File: config.mk
export PLATFORM = sky130hd
export DESIGN_NAME = shutter_motor_relay_positioner
export DESIGN_NICKNAME = d
export VERILOG_FILES = /design/src/hw/rtl/smrp_pkg.sv /design/src/hw/rtl/smrp_front.sv /design/src/hw/rtl/smrp_queue.sv /design/src/hw/rtl/smrp_back.sv /design/src/hw/rtl/shutter_motor_relay_positioner.sv
export SDC_FILE = /design/constraint.sdc
export NUM_CORES = 2
export LEC_CHECK = 0
export BUFFER_PORTS_ARGS = -buffer_cell sky130_fd_sc_hd__buf_4
export CAP_MARGIN = 15
export CORE_MARGIN = 10
export CORE_UTILIZATION = 50
export CTS_CLUSTER_SIZE = 40
export DETAILED_ROUTE_END_ITERATION = 6
export GPL_ROUTABILITY_DRIVEN = 1
export HOLD_SLACK_MARGIN = 0.08
export PLACE_DENSITY_LB_ADDON = 0.1
export SETUP_SLACK_MARGIN = 0.4
export SLEW_MARGIN = 20
export SYNTH_ARGS = -nofsm -noshare
export SYNTH_HDL_FRONTEND = slang
export SYNTH_SLANG_ARGS = --single-unit
File: constraint.sdc
create_clock -name clock -period 16.4 [get_ports clock]
set_input_delay 3.28 -clock clock [delete_from_list [all_inputs] [get_ports clock]]
set_output_delay 3.28 -clock clock [all_outputs]
set_load 0.02 [all_outputs]
File: src/hw/rtl/smrp_pkg.sv
// Shared types and constants of the shutter motor relay positioner.
// Used by the front, the queue, the back and the top level.
`timescale 1ns / 1ps
package smrp_pkg;

   localparam int TICK_W   = 32;
   localparam int TRAVEL_W = 16;
   localparam int VALUE_W  = 16;
   localparam int DQ_W     = 10;

   typedef logic signed [9:0] pos_type;
   localparam pos_type POS_MAX     = 10'sd256;
   localparam pos_type POS_UP      = 10'sd0;
   localparam pos_type POS_UNKNOWN = -10'sd1;

   localparam logic [DQ_W-1:0] DQ_MAX     = 10'd512;
   localparam logic [8:0]      END_FACTOR = 9'd312;

   typedef logic [2:0] opcode_type;
   localparam opcode_type OP_TICK   = 3'd0;
   localparam opcode_type OP_UP     = 3'd1;
   localparam opcode_type OP_DOWN   = 3'd2;
   localparam opcode_type OP_STOP   = 3'd3;
   localparam opcode_type OP_SETPOS = 3'd4;
   localparam opcode_type OP_QUERY  = 3'd5;

   localparam logic CSR_TRAVEL_FIRST  = 1'b0;
   localparam logic CSR_TRAVEL_SECOND = 1'b1;

   typedef enum logic [1:0] {
      DIR_STOP = 2'd0,
      DIR_UP   = 2'd1,
      DIR_DOWN = 2'd2
   } dir_type;

   typedef enum logic [1:0] {
      TK_NONE = 2'd0,
      TK_MOVE = 2'd1,
      TK_STOP = 2'd2
   } tkind_type;

   typedef enum logic [1:0] {
      ST_OK      = 2'd0,
      ST_RANGE   = 2'd1,
      ST_UNKNOWN = 2'd2
   } status_type;

   typedef struct packed {
      opcode_type         op;
      logic               motor;
      logic [VALUE_W-1:0] value;
   } cmd_type;

   typedef struct packed {
      logic full;
      logic empty;
   } qstat_type;

endpackage

File: src/hw/rtl/smrp_front.sv
// Front end: takes requests, drops unused opcodes and absent motors,
// and hands decoded commands to the queue. Depends on smrp_pkg.
`timescale 1ns / 1ps
module smrp_front #(
   parameter int MOTORS = 2
) (
   input  logic                      clock,
   input  logic                      reset,
   input  logic                      req_valid,
   output logic                      req_stall,
   input  smrp_pkg::opcode_type      req_opcode,
   input  logic                      req_motor,
   input  logic [15:0]               req_position_value,
   input  smrp_pkg::qstat_type       q_stat,
   output logic                      push,
   output smrp_pkg::cmd_type         push_cmd
);
   import smrp_pkg::*;

   logic    vld_ff, vld_in;
   cmd_type cmd_ff, cmd_in;
   logic    accept, keep;

   // classify: ticks always count, commands need a known opcode and motor
   always_comb begin
      keep = (req_opcode == OP_TICK) ||
             ((req_opcode <= OP_QUERY) && (int'(req_motor) < MOTORS));
   end

   assign req_stall = vld_ff && q_stat.full;
   assign accept    = req_valid && !req_stall;
   assign push      = vld_ff && !q_stat.full;
   assign push_cmd  = cmd_ff;

   // hold one decoded request until the queue takes it
   always_comb begin
      vld_in = accept ? keep : (vld_ff && !push);
      cmd_in = cmd_ff;
      if (accept) begin
         cmd_in.op    = req_opcode;
         cmd_in.motor = req_motor;
         cmd_in.value = req_position_value;
      end
   end

   always_ff @(posedge clock) begin
      if (reset) begin
         vld_ff <= 1'b0;
      end else begin
         vld_ff <= vld_in;
      end
   end

   always_ff @(posedge clock) begin
      cmd_ff <= cmd_in;
   end

endmodule

File: src/hw/rtl/smrp_queue.sv
// Two-entry command queue between front end and back end.
// Depends on smrp_pkg.
`timescale 1ns / 1ps
module smrp_queue (
   input  logic                 clock,
   input  logic                 reset,
   input  logic                 push,
   input  smrp_pkg::cmd_type    push_cmd,
   input  logic                 pop,
   output smrp_pkg::cmd_type    head_cmd,
   output smrp_pkg::qstat_type  q_stat
);
   import smrp_pkg::*;

   cmd_type    ent_ff [2];
   logic       wr_ff, wr_in, rd_ff, rd_in;
   logic [1:0] cnt_ff, cnt_in;

   assign q_stat.full  = (cnt_ff == 2'd2);
   assign q_stat.empty = (cnt_ff == 2'd0);
   assign head_cmd     = ent_ff[rd_ff];

   // advance pointers and count
   always_comb begin
      wr_in  = push ? !wr_ff : wr_ff;
      rd_in  = pop ? !rd_ff : rd_ff;
      cnt_in = cnt_ff;
      if (push && !pop) begin
         cnt_in = cnt_ff + 2'd1;
      end else if (pop && !push) begin
         cnt_in = cnt_ff - 2'd1;
      end
   end

   always_ff @(posedge clock) begin
      if (reset) begin
         wr_ff  <= 1'b0;
         rd_ff  <= 1'b0;
         cnt_ff <= 2'd0;
      end else begin
         wr_ff  <= wr_in;
         rd_ff  <= rd_in;
         cnt_ff <= cnt_in;
      end
   end

   always_ff @(posedge clock) begin
      if (push) begin
         ent_ff[wr_ff] <= push_cmd;
      end
   end

endmodule

File: src/hw/rtl/smrp_back.sv
// Back end: per-motor state, position estimate divider, relay sequencing
// and the result register. Depends on smrp_pkg.
`timescale 1ns / 1ps
module smrp_back #(
   parameter int MOTORS          = 2,
   parameter int RELAY_GAP_TICKS = 250
) (
   input  logic                 clock,
   input  logic                 reset,
   input  smrp_pkg::qstat_type  q_stat,
   input  smrp_pkg::cmd_type    head_cmd,
   output logic                 pop,
   input  logic [15:0]          travel_first,
   input  logic [15:0]          travel_second,
   output logic                 rsp_valid,
   input  logic                 rsp_stall,
   output logic                 rsp_motor_id,
   output logic                 rsp_switch_relay,
   output logic                 rsp_direction_relay,
   output logic signed [9:0]    rsp_current_position,
   output logic signed [9:0]    rsp_target_position,
   output logic [1:0]           rsp_status,
   output logic                 rsp_last
);
   import smrp_pkg::*;

   localparam logic [TICK_W-1:0] GAP = TICK_W'(RELAY_GAP_TICKS);

   typedef enum logic [7:0] {
      S_IDLE  = 8'b0000_0001,
      S_TSCAN = 8'b0000_0010,
      S_DINIT = 8'b0000_0100,
      S_DIV   = 8'b0000_1000,
      S_EVAL  = 8'b0001_0000,
      S_SCALE = 8'b0010_0000,
      S_APPLY = 8'b0100_0000,
      S_EMIT  = 8'b1000_0000
   } state_type;

   typedef struct packed {
      logic sw;
      logic dd;
      logic arm_stop;
      logic arm_move;
   } drive_type;

   function automatic logic ready_of(dir_type d, logic sw, logic dd);
      logic r;
      unique case (d)
         DIR_DOWN: r = sw && dd;
         DIR_UP:   r = sw && !dd;
         default:  r = !sw && !dd;
      endcase
      return r;
   endfunction

   function automatic drive_type drive_of(dir_type d, logic sw, logic dd);
      drive_type o;
      o = '{sw: sw, dd: dd, arm_stop: 1'b0, arm_move: 1'b0};
      if (d == DIR_STOP) begin
         if (sw) begin
            o.sw       = 1'b0;
            o.arm_move = 1'b1;
         end else begin
            o.dd = 1'b0;
         end
      end else if (dd == (d == DIR_DOWN)) begin
         o.sw       = 1'b1;
         o.arm_stop = 1'b1;
      end else begin
         if (sw) begin
            o.sw = 1'b0;
         end else begin
            o.dd = (d == DIR_DOWN);
         end
         o.arm_move = 1'b1;
      end
      return o;
   endfunction

   function automatic pos_type pos_of(pos_type k, dir_type d, logic [DQ_W-1:0] dq);
      logic signed [11:0] ks;
      logic signed [11:0] ds;
      logic signed [11:0] p;
      ks = {{2{k[9]}}, k};
      ds = $signed({2'b00, dq});
      p  = (d == DIR_UP) ? (ks - ds) : (ks + ds);
      if (p < 12'sd0) begin
         p = 12'sd0;
      end
      if (p > 12'sd256) begin
         p = 12'sd256;
      end
      if (k < 10'sd0) begin
         return POS_UNKNOWN;
      end
      if (d == DIR_STOP) begin
         return k;
      end
      return pos_type'(p[9:0]);
   endfunction

   // control and sequencing registers
   state_type          state_ff, state_in;
   cmd_type            cmd_ff, cmd_in;
   logic               mot_ff, mot_in;
   tkind_type          tkact_ff, tkact_in;
   logic               pend_ff, pend_in;
   logic [TICK_W-1:0]  tick_ff, tick_in;
   logic [3:0]         cnt_ff, cnt_in;

   // divider
   logic [15:0]        rem_ff, rem_in;
   logic [9:0]         nlo_ff, nlo_in;
   logic [9:0]         q_ff, q_in;
   logic               sat_ff, sat_in;
   logic [DQ_W-1:0]    dq_ff, dq_in;

   // evaluated request
   pos_type            eknown_ff, eknown_in;
   pos_type            ecur_ff, ecur_in;
   pos_type            r_ff, r_in;
   logic               go_ff, go_in;
   logic               rstop_ff, rstop_in;
   logic               noop_ff, noop_in;
   dir_type            want_ff, want_in;
   logic [8:0]         span_ff, span_in;
   status_type         status_ff, status_in;
   logic [15:0]        delay_ff, delay_in;
   logic [16:0]        endd_ff, endd_in;
   logic               started_ff, started_in;

   // per-motor state
   pos_type            known_ff    [MOTORS];
   pos_type            reqpos_ff   [MOTORS];
   logic [TICK_W-1:0]  start_ff    [MOTORS];
   dir_type            dir_ff      [MOTORS];
   logic [TICK_W-1:0]  deadline_ff [MOTORS];
   tkind_type          tkind_ff    [MOTORS];
   logic               sw_ff       [MOTORS];
   logic               dd_ff       [MOTORS];

   // result register
   logic               rv_ff, rv_in;
   logic               rmot_ff, rsw_ff, rdd_ff, rlast_ff;
   pos_type            rcur_ff, rtgt_ff;
   status_type         rst_ff;

   // working signals
   logic [MOTORS-1:0]  fire;
   logic               fire_hi;
   logic [TICK_W-1:0]  since;
   logic [TRAVEL_W-1:0] t_cur, t_eff;
   logic [TICK_W-1:0]  dt;
   logic [40:0]        num;
   logic [16:0]        trial;
   logic               ge;
   logic               is_timer;
   pos_type            m_known, m_req, kadj, cur;
   dir_type            m_dir;
   logic signed [10:0] diff;
   logic [24:0]        sprod, eprod;
   logic [25:0]        ssum;
   tkind_type          a_kind;
   pos_type            a_known, a_req;
   logic [TICK_W-1:0]  a_start, a_dead;
   dir_type            a_dir;
   logic               a_sw, a_dd, a_started, a_end;
   drive_type          drv;
   pos_type            pcur, ptgt;
   logic               load;

   // timers that expire at the current tick
   always_comb begin
      since = '0;
      for (int m = 0; m < MOTORS; m++) begin
         since   = tick_ff - deadline_ff[m];
         fire[m] = (tkind_ff[m] != TK_NONE) && !since[TICK_W-1];
      end
      fire_hi = (MOTORS > 1) ? fire[MOTORS-1] : 1'b0;
   end

   assign t_cur    = mot_ff ? travel_second : travel_first;
   assign t_eff    = (t_cur == '0) ? TRAVEL_W'(1) : t_cur;
   assign is_timer = (cmd_ff.op == OP_TICK);
   assign m_known  = known_ff[mot_ff];
   assign m_req    = reqpos_ff[mot_ff];
   assign m_dir    = dir_ff[mot_ff];

   // position divider: setup and one quotient bit per step
   always_comb begin
      dt    = tick_ff - start_ff[mot_ff];
      num   = {1'b0, dt, 8'b0} + 41'(t_eff >> 1);
      trial = {rem_ff, nlo_ff[9]};
      ge    = (trial >= {1'b0, t_eff});
   end

   // evaluate the request against the estimate
   always_comb begin
      kadj = m_known;
      if (is_timer && (tkact_ff == TK_STOP) && (m_known == POS_UNKNOWN) &&
          ((m_req == POS_UP) || (m_req == POS_MAX))) begin
         kadj = m_req;
      end
      cur       = pos_of(kadj, m_dir, dq_ff);
      r_in      = POS_UNKNOWN;
      go_in     = 1'b0;
      status_in = ST_OK;
      if (is_timer) begin
         r_in  = (tkact_ff == TK_MOVE) ? m_req : POS_UNKNOWN;
         go_in = 1'b1;
      end else begin
         unique case (cmd_ff.op)
            OP_UP: begin
               r_in  = POS_UP;
               go_in = (cur != POS_UP);
            end
            OP_DOWN: begin
               r_in  = POS_MAX;
               go_in = (cur != POS_MAX);
            end
            OP_STOP: begin
               go_in = 1'b1;
            end
            OP_SETPOS: begin
               if (cmd_ff.value > 16'd256) begin
                  status_in = ST_RANGE;
               end else if ((cur == POS_UNKNOWN) && (cmd_ff.value != 16'd0) &&
                            (cmd_ff.value != 16'd256)) begin
                  status_in = ST_UNKNOWN;
               end else begin
                  r_in  = pos_type'(cmd_ff.value[9:0]);
                  go_in = (cur != pos_type'(cmd_ff.value[9:0]));
               end
            end
            default: begin
               go_in = 1'b0;
            end
         endcase
      end
      rstop_in = (r_in == POS_UNKNOWN);
      noop_in  = 1'b0;
      want_in  = DIR_STOP;
      span_in  = 9'd0;
      diff     = 11'(r_in) - 11'(cur);
      if (cur == POS_UNKNOWN) begin
         span_in = 9'd256;
         if (r_in == POS_UP) begin
            want_in = DIR_UP;
         end else if (r_in == POS_MAX) begin
            want_in = DIR_DOWN;
         end else begin
            noop_in = 1'b1;
         end
      end else if (cur < r_in) begin
         want_in = DIR_DOWN;
         span_in = diff[8:0];
      end else if (cur > r_in) begin
         want_in = DIR_UP;
         span_in = 9'(-diff);
      end
      eknown_in = kadj;
      ecur_in   = cur;
   end

   // scale span and end moves into tick delays
   always_comb begin
      sprod    = span_ff * t_eff;
      ssum     = {1'b0, sprod} + 26'd128;
      delay_in = ssum[23:8];
      eprod    = t_eff * END_FACTOR;
      endd_in  = eprod[24:8];
   end

   // carry out the move on the addressed motor
   always_comb begin
      a_kind    = is_timer ? TK_NONE : tkind_ff[mot_ff];
      a_known   = eknown_ff;
      a_req     = m_req;
      a_start   = start_ff[mot_ff];
      a_dir     = m_dir;
      a_sw      = sw_ff[mot_ff];
      a_dd      = dd_ff[mot_ff];
      a_dead    = deadline_ff[mot_ff];
      a_started = 1'b0;
      drv       = '{sw: a_sw, dd: a_dd, arm_stop: 1'b0, arm_move: 1'b0};
      if (go_ff) begin
         a_req = r_ff;
         if (rstop_ff) begin
            a_known   = ecur_ff;
            a_start   = tick_ff;
            a_started = 1'b1;
            a_dir     = DIR_STOP;
            drv       = drive_of(DIR_STOP, a_sw, a_dd);
         end else if (!noop_ff) begin
            if (m_dir == want_ff) begin
               if (ready_of(m_dir, a_sw, a_dd)) begin
                  drv.arm_stop = 1'b1;
               end else if (a_kind != TK_MOVE) begin
                  drv = drive_of(m_dir, a_sw, a_dd);
                  if (ready_of(m_dir, drv.sw, drv.dd)) begin
                     a_start   = tick_ff;
                     a_started = 1'b1;
                  end
               end
            end else begin
               a_kind    = TK_NONE;
               a_known   = ecur_ff;
               a_start   = tick_ff;
               a_started = 1'b1;
               a_dir     = want_ff;
               drv       = drive_of(want_ff, a_sw, a_dd);
            end
         end
      end
      a_sw  = drv.sw;
      a_dd  = drv.dd;
      a_end = (a_req == POS_UP) || (a_req == POS_MAX);
      if (drv.arm_stop) begin
         a_dead    = tick_ff + (a_end ? TICK_W'(endd_ff) : TICK_W'(delay_ff));
         a_kind    = TK_STOP;
         a_start   = tick_ff;
         a_started = 1'b1;
      end
      if (drv.arm_move) begin
         a_dead = tick_ff + GAP;
         a_kind = TK_MOVE;
      end
      started_in = a_started;
   end

   // result from the state left behind
   always_comb begin
      pcur  = pos_of(known_ff[mot_ff], m_dir, started_ff ? '0 : dq_ff);
      ptgt  = (m_req == POS_UNKNOWN) ? pcur : m_req;
      load  = (state_ff == S_EMIT) && (!rv_ff || !rsp_stall);
      rv_in = load || (rv_ff && rsp_stall);
   end

   // sequencer
   always_comb begin
      state_in = state_ff;
      cmd_in   = cmd_ff;
      mot_in   = mot_ff;
      tkact_in = tkact_ff;
      pend_in  = pend_ff;
      tick_in  = tick_ff;
      cnt_in   = cnt_ff;
      rem_in   = rem_ff;
      nlo_in   = nlo_ff;
      q_in     = q_ff;
      sat_in   = sat_ff;
      dq_in    = dq_ff;
      pop      = 1'b0;
      unique case (state_ff)
         S_IDLE: begin
            if (!q_stat.empty) begin
               pop    = 1'b1;
               cmd_in = head_cmd;
               mot_in = head_cmd.motor;
               if (head_cmd.op == OP_TICK) begin
                  tick_in  = tick_ff + TICK_W'(1);
                  state_in = S_TSCAN;
               end else begin
                  state_in = S_DINIT;
               end
            end
         end
         S_TSCAN: begin
            if (fire[0]) begin
               mot_in   = 1'b0;
               tkact_in = tkind_ff[0];
               pend_in  = fire_hi;
               state_in = S_DINIT;
            end else if (fire_hi) begin
               mot_in   = 1'b1;
               tkact_in = tkind_ff[MOTORS-1];
               pend_in  = 1'b0;
               state_in = S_DINIT;
            end else begin
               state_in = S_IDLE;
            end
         end
         S_DINIT: begin
            sat_in   = (num[40:10] >= 31'(t_eff));
            rem_in   = num[25:10];
            nlo_in   = num[9:0];
            q_in     = '0;
            cnt_in   = '0;
            state_in = S_DIV;
         end
         S_DIV: begin
            rem_in = ge ? 16'(trial - {1'b0, t_eff}) : trial[15:0];
            q_in   = {q_ff[8:0], ge};
            nlo_in = {nlo_ff[8:0], 1'b0};
            cnt_in = cnt_ff + 4'd1;
            // clamp the finished quotient so the estimate is ready for evaluation
            if (cnt_ff == 4'd9) begin
               dq_in    = (sat_ff || (q_in > DQ_MAX)) ? DQ_MAX : q_in;
               state_in = S_EVAL;
            end
         end
         S_EVAL: begin
            state_in = S_SCALE;
         end
         S_SCALE: begin
            state_in = S_APPLY;
         end
         S_APPLY: begin
            state_in = S_EMIT;
         end
         S_EMIT: begin
            if (load) begin
               if (is_timer && !mot_ff && pend_ff) begin
                  mot_in   = 1'b1;
                  tkact_in = tkind_ff[MOTORS-1];
                  pend_in  = 1'b0;
                  state_in = S_DINIT;
               end else begin
                  state_in = S_IDLE;
               end
            end
         end
         default: begin
            state_in = S_IDLE;
         end
      endcase
   end

   // control registers
   always_ff @(posedge clock) begin
      if (reset) begin
         state_ff <= S_IDLE;
         tick_ff  <= '0;
         pend_ff  <= 1'b0;
         rv_ff    <= 1'b0;
      end else begin
         state_ff <= state_in;
         tick_ff  <= tick_in;
         pend_ff  <= pend_in;
         rv_ff    <= rv_in;
      end
   end

   // working payload registers
   always_ff @(posedge clock) begin
      cmd_ff   <= cmd_in;
      mot_ff   <= mot_in;
      tkact_ff <= tkact_in;
      cnt_ff   <= cnt_in;
      rem_ff   <= rem_in;
      nlo_ff   <= nlo_in;
      q_ff     <= q_in;
      sat_ff   <= sat_in;
      dq_ff    <= dq_in;
      if (state_ff == S_EVAL) begin
         eknown_ff <= eknown_in;
         ecur_ff   <= ecur_in;
         r_ff      <= r_in;
         go_ff     <= go_in;
         rstop_ff  <= rstop_in;
         noop_ff   <= noop_in;
         want_ff   <= want_in;
         span_ff   <= span_in;
         status_ff <= status_in;
      end
      if (state_ff == S_SCALE) begin
         delay_ff <= delay_in;
         endd_ff  <= endd_in;
      end
      if (state_ff == S_APPLY) begin
         started_ff <= started_in;
      end
      if (load) begin
         rmot_ff  <= mot_ff;
         rsw_ff   <= sw_ff[mot_ff];
         rdd_ff   <= dd_ff[mot_ff];
         rcur_ff  <= pcur;
         rtgt_ff  <= ptgt;
         rst_ff   <= status_ff;
         rlast_ff <= !(is_timer && !mot_ff && pend_ff);
      end
   end

   // per-motor state, written once per handled motor
   always_ff @(posedge clock) begin
      if (reset) begin
         for (int m = 0; m < MOTORS; m++) begin
            known_ff[m]    <= POS_UNKNOWN;
            reqpos_ff[m]   <= POS_UP;
            start_ff[m]    <= '0;
            dir_ff[m]      <= DIR_STOP;
            deadline_ff[m] <= '0;
            tkind_ff[m]    <= TK_NONE;
            sw_ff[m]       <= 1'b0;
            dd_ff[m]       <= 1'b0;
         end
      end else if (state_ff == S_APPLY) begin
         known_ff[mot_ff]    <= a_known;
         reqpos_ff[mot_ff]   <= a_req;
         start_ff[mot_ff]    <= a_start;
         dir_ff[mot_ff]      <= a_dir;
         deadline_ff[mot_ff] <= a_dead;
         tkind_ff[mot_ff]    <= a_kind;
         sw_ff[mot_ff]       <= a_sw;
         dd_ff[mot_ff]       <= a_dd;
      end
   end

   assign rsp_valid            = rv_ff;
   assign rsp_motor_id         = rmot_ff;
   assign rsp_switch_relay     = rsw_ff;
   assign rsp_direction_relay  = rdd_ff;
   assign rsp_current_position = rcur_ff;
   assign rsp_target_position  = rtgt_ff;
   assign rsp_status           = rst_ff;
   assign rsp_last             = rlast_ff;

endmodule

File: src/hw/rtl/shutter_motor_relay_positioner.sv
// Top level of the shutter motor relay positioner: travel time registers,
// front end, command queue and back end. Depends on smrp_pkg.
//
//  channel | handshake           | payload
//  --------+---------------------+---------------------------------------------
//  req     | req_valid/req_stall | opcode, motor, position_value
//  rsp     | rsp_valid/rsp_stall | motor_id, relays, positions, status, last
//  csr     | csr_valid/csr_ready | csr_index, csr_data (travel times)
//
// Most back-end time on a command goes to the 10-step position divider; a tick
// that fires both motors runs the divider once for each motor.
// A request passes the front register and the queue before the back end.
// Reset is synchronous: positions unknown, relays off, no timers, tick zero.
// The queue lets the front take requests while the result register is stalled.
`timescale 1ns / 1ps
module shutter_motor_relay_positioner #(
   parameter int MOTORS          = 2,
   parameter int RELAY_GAP_TICKS = 250
) (
   input  logic                 clock,
   input  logic                 reset,
   input  logic                 req_valid,
   output logic                 req_stall,
   input  logic [2:0]           req_opcode,
   input  logic                 req_motor,
   input  logic [15:0]          req_position_value,
   output logic                 rsp_valid,
   input  logic                 rsp_stall,
   output logic                 rsp_motor_id,
   output logic                 rsp_switch_relay,
   output logic                 rsp_direction_relay,
   output logic signed [9:0]    rsp_current_position,
   output logic signed [9:0]    rsp_target_position,
   output logic [1:0]           rsp_status,
   output logic                 rsp_last,
   input  logic                 csr_valid,
   output logic                 csr_ready,
   input  logic                 csr_index,
   input  logic [15:0]          csr_data
);
   import smrp_pkg::*;

   logic [TRAVEL_W-1:0] travel_first_ff, travel_first_in;
   logic [TRAVEL_W-1:0] travel_second_ff, travel_second_in;
   qstat_type           q_stat;
   cmd_type             push_cmd, head_cmd;
   logic                push, pop;

   assign csr_ready = 1'b1;

   // decode register writes
   always_comb begin
      travel_first_in  = travel_first_ff;
      travel_second_in = travel_second_ff;
      if (csr_valid) begin
         unique case (csr_index)
            CSR_TRAVEL_FIRST:  travel_first_in  = csr_data;
            CSR_TRAVEL_SECOND: travel_second_in = csr_data;
            default:           travel_first_in  = travel_first_ff;
         endcase
      end
   end

   always_ff @(posedge clock) begin
      if (reset) begin
         travel_first_ff  <= 16'd26000;
         travel_second_ff <= 16'd26000;
      end else begin
         travel_first_ff  <= travel_first_in;
         travel_second_ff <= travel_second_in;
      end
   end

   smrp_front #(
      .MOTORS (MOTORS)
   ) u_front (
      .clock              (clock),
      .reset              (reset),
      .req_valid          (req_valid),
      .req_stall          (req_stall),
      .req_opcode         (req_opcode),
      .req_motor          (req_motor),
      .req_position_value (req_position_value),
      .q_stat             (q_stat),
      .push               (push),
      .push_cmd           (push_cmd)
   );

   smrp_queue u_queue (
      .clock    (clock),
      .reset    (reset),
      .push     (push),
      .push_cmd (push_cmd),
      .pop      (pop),
      .head_cmd (head_cmd),
      .q_stat   (q_stat)
   );

   smrp_back #(
      .MOTORS          (MOTORS),
      .RELAY_GAP_TICKS (RELAY_GAP_TICKS)
   ) u_back (
      .clock                (clock),
      .reset                (reset),
      .q_stat               (q_stat),
      .head_cmd             (head_cmd),
      .pop                  (pop),
      .travel_first         (travel_first_ff),
      .travel_second        (travel_second_ff),
      .rsp_valid            (rsp_valid),
      .rsp_stall            (rsp_stall),
      .rsp_motor_id         (rsp_motor_id),
      .rsp_switch_relay     (rsp_switch_relay),
      .rsp_direction_relay  (rsp_direction_relay),
      .rsp_current_position (rsp_current_position),
      .rsp_target_position  (rsp_target_position),
      .rsp_status           (rsp_status),
      .rsp_last             (rsp_last)
   );

endmodule

==> reports/results.tsv <==
stage	metric	value	unit
timing	setup_viol	0	
timing	slew_headroom	23.16	%
timing	rsz0062_at_grt	no	
synth	synth_top_family_by_area	adder cells	
clock_network	postCtsSetupRepairBufs	0	
worst_setup_path	cp.arrival	8690	ps
cells_and_area	post-route-util	55.41	%
placement	place.gp.congestion	0.9283	
placement	detailed_place_hpwl	74090	microns
global_route	grt_use_total	23.25	%
worst_setup_path	crit_type	flop to flop	
global_route	grt_max_degree	65	
clock_network	numCtsBuffers	56	
synth	syn_area	35750	sq um
worst_setup_path	crit_required	16780	ps
worst_setup_path	path_common_cell	o21a_1	
routing	dr.max_layer_used	met4	
synth	synth_ff_type	edfxtp_1	
placement	io_buffers	69	
worst_setup_path	end_kind	flop	
routing	m1WireLength	44630	microns
die	core.rowCount	97	
clock_network	numClockSinks	499	
routing	met3_length	5605	microns
timing	hold_slack	424.1	ps
cells_and_area	antenna_cells	0	
worst_hold_path	worstHoldStart	u_back.status_ff[0]	
routing	wl_met2	45430	microns
global_route	grt_pass1_wl	152300	microns
routing	antenna_left	0	
clock_network	cts.htree.levels	2	
routing	dr.pass1.iters	5	
clock_network	cts_tree	yes	
cells_and_area	drive_gt1_share	8.613	%
routing	drt_iter0_markers	2030	
timing	hold_viol	0	
synth	avgSynthCellArea	9.754	sq um
worst_setup_path	critical_path_peak_fanout	40	
routing	drc	0	
synth	synth_simple_gate_area_share	17.04	%
clock_network	cts_max_path_buffers	3	
synth	yosys.cell_types.count	91	
job	maxCapViolations	0	
timing	finalCritPeriodShare	50.67	%
pwr	leakage	16.20	nW
global_route	overflow	0	
cells_and_area	fillers	6275	
die	die_w	287.4	microns
routing	viasPerCell	5.828	
routing	vias	27200	
synth	synth_edf_count	418	
routing	routedWlPerCell	20.89	microns
routing	totalWireLength	97480	microns
outcome	status	finished, final reports clean	
timing	tightest_slew	1138	ps
timing	timing.fmax	120.3	MHz
die	io_pins	71	
synth	synth_async_sr_flop_share	0	%
clock_network	cts_resized	0	
timing	maxSlewViolCount	0	
synth	synth_compound_area_share	12.11	%
die	die_y	287.4	microns
timing	timing.setup.tns	0	ps
worst_setup_path	cp-start-kind	flop	
synth	yosys.area_share.adder	17.36	%
synth	synthMuxAreaShare	4.386	%
clock_network	hold_buffers	0	
timing	fin_skew	59.24	ps
worst_setup_path	cpPeakStageDelay	750	ps
worst_hold_path	hp-class	flop to flop	
die	dieArea	82590	sq um
synth	ys_warn_count	0	
synth	synth_seq_cells	499	
die	initial_utilization	50.70	%
pwr	powerDensity	153.4	nW/um^2
synth	synth-seq-area-share	39.65	%
global_route	antenna_found_initial	3	
cells_and_area	nets	4142	
pwr	ir_worst_vdd	0.1840	mV
clock_network	cts_root_buf	clkbuf_16	
timing	period_needed	8310	ps
global_route	grt_pass1_vias	27040	
clock_network	clk_pin_slew	60	ps
synth	syn_inst	3665	
clock_network	clock_latency	660	ps
worst_setup_path	worst_path_max_delay_cell	dfxtp_4	
synth	synth_xor_area_share	4.529	%
cells_and_area	area_delta_synth_final	9.293	%
synth	syn-num-nets	4125	
die	core	70510	sq um
report_power, final:
part / switching [mW] / total, mW / internal [mW]
Sequential: 0.0936 / 1.67 / 1.57
Clock: 0.539 / 1.25 / 0.714
Combinational: 1.83 / 3.07 / 1.24
cell usage after synthesis, drive strengths merged, types with 7 or more instances:
master | count | area share [%]
a211oi | 25 | 0.54
a21boi | 12 | 0.25
nand2 | 350 | 3.7
buf | 29 | 0.40
or4 | 7 | 0.15
inv | 313 | 3.3
nor2 | 410 | 4.3
nor4 | 26 | 0.49
and4 | 8 | 0.20
o21a | 36 | 0.76
edfxtp | 418 | 35
nor3 | 64 | 0.91
a221oi | 8 | 0.21
mux2 | 60 | 1.9
o21bai | 9 | 0.19
o211ai | 21 | 0.44
o31a | 11 | 0.27
a31oi | 18 | 0.32
clkbuf | 117 | 1.2
o31ai | 17 | 0.37
o211a | 8 | 0.22
a31o | 7 | 0.17
o22ai | 10 | 0.18
dfxtp | 81 | 4.5
o21ai | 128 | 1.8
fa | 130 | 7.3
mux2i | 88 | 2.5
xor2 | 77 | 1.9
o311ai | 8 | 0.22
ha | 288 | 10
nand4 | 41 | 0.72
nand2b | 40 | 0.70
a311oi | 7 | 0.22
or2 | 26 | 0.45
a21o | 62 | 1.3
nand3b | 33 | 0.69
a21oi | 231 | 3.2
xnor2 | 107 | 2.6
or3 | 22 | 0.39
nor2b | 36 | 0.63
nand3 | 67 | 0.94
a22oi | 11 | 0.23
and3 | 31 | 0.54
and2 | 102 | 1.8
layer usage:
metal  vias to the layer above  global-route usage (%)
li1                      12890                       -
met1                     13390                   32.32
met2                       801                   38.18
met3                       118                   3.066
met4                         0                   5.145
met5                         -                       0
layout make-up:
cell class                      instances  area [sq um]  share of cell area, %
Multi-Input combinational cell       2707         19900                  50.92
Sequential cell                       499         14180                  36.29
Clock buffer                           69          1490                  3.814
Inverter                              313          1176                  3.010
Tap cell                              940          1176                  3.010
Timing Repair Buffer                  105         792.0                  2.027
Clock inverter                         34         362.8                 0.9287
worst paths after layout:
kind / end / slack (ps) / cells past startpoint
min reg2reg: u_back.rsp_status[0] / 420 / 0
max reg2reg: u_back.want_ff[0] / 8090 / 29
max: u_back.want_ff[0] / 8090 / 29
min: u_back.rsp_status[0] / 420 / 0
worst max-delay path: cells and delay by family, from the launching register on:
family                     cells  cell delay (ps)
muxes                          1              520
buffers and inverters          3              550
DFF                            1              750
AOI/OAI and AO/OA             16             3960
adders and majority gates      2              610
and+or+nand+nor                7             1620
kinds of logic after synthesis:
family / after synthesis
buffers and inverters: 459
XOR/XNOR: 184
multiplexers: 148
flip-flops: 499
other: 1
adder cells (fa/ha/maj): 418
AND/OR/NAND/NOR: 1282
AO/OA/AOI/OAI: 674
flip-flops by register name, summed over array words and instances, names as in the netlist, 19 cells and up, named ones only:
| name | count |
|---|---|
| u_back.tick_ff | 32 |
| u_front.push_cmd | 20 |
| u_back.known_ff | 20 |
| u_back.start_ff | 64 |
| u_back.reqpos_ff | 20 |
| u_back.deadline_ff | 64 |
| u_back.cmd_ff | 19 |
| u_queue.ent_ff | 40 |
metrics by stage:
step	setup slack (ps)	instance area, sq um	instances	total power, mW
final	8090	39070	4667	5.993
after global routing	7432	39070	4667	6.435
after CTS	8096	39050	4666	6.004
after detailed placement	8218	37200	4563	4.724
after global placement	8358	37190	4563	4.668
after floorplan	9493	35750	3665	3.903
cells in the final DEF (no fill, tap or decap), types with 9 or more instances in the layout:
cell type | Yosys | layout
o31a_1 | 11 | 11
o21bai_1 | 9 | 9
a21oi_1 | 231 | 230
o21a_1 | 36 | 36
nand4_1 | 41 | 41
and3_1 | 31 | 31
a21o_1 | 62 | 62
xnor2_1 | 106 | 106
fa_1 | 130 | 130
mux2i_1 | 85 | 85
nand3_1 | 67 | 67
o22ai_1 | 10 | 10
nor4_1 | 24 | 23
nand3b_1 | 33 | 33
edfxtp_1 | 418 | 418
o31ai_1 | 16 | 16
nor2_1 | 409 | 409
nand2b_1 | 40 | 38
clkinv_2 | 0 | 10
dfxtp_1 | 81 | 80
xor2_1 | 77 | 77
mux2_2 | 60 | 60
ha_1 | 288 | 288
o211ai_1 | 21 | 21
clkbuf_1 | 116 | 9
inv_1 | 312 | 311
a22oi_1 | 11 | 11
a31oi_1 | 18 | 18
nand2_1 | 350 | 349
clkbuf_16 | 0 | 56
buf_4 | 3 | 104
and2_1 | 102 | 102
nor3_1 | 63 | 62
nor2b_1 | 36 | 35
o21ai_0 | 125 | 124
or3_1 | 22 | 21
or2_2 | 24 | 24
a211oi_1 | 24 | 24
a21boi_0 | 10 | 10
(Power assumes the default switching activity.)
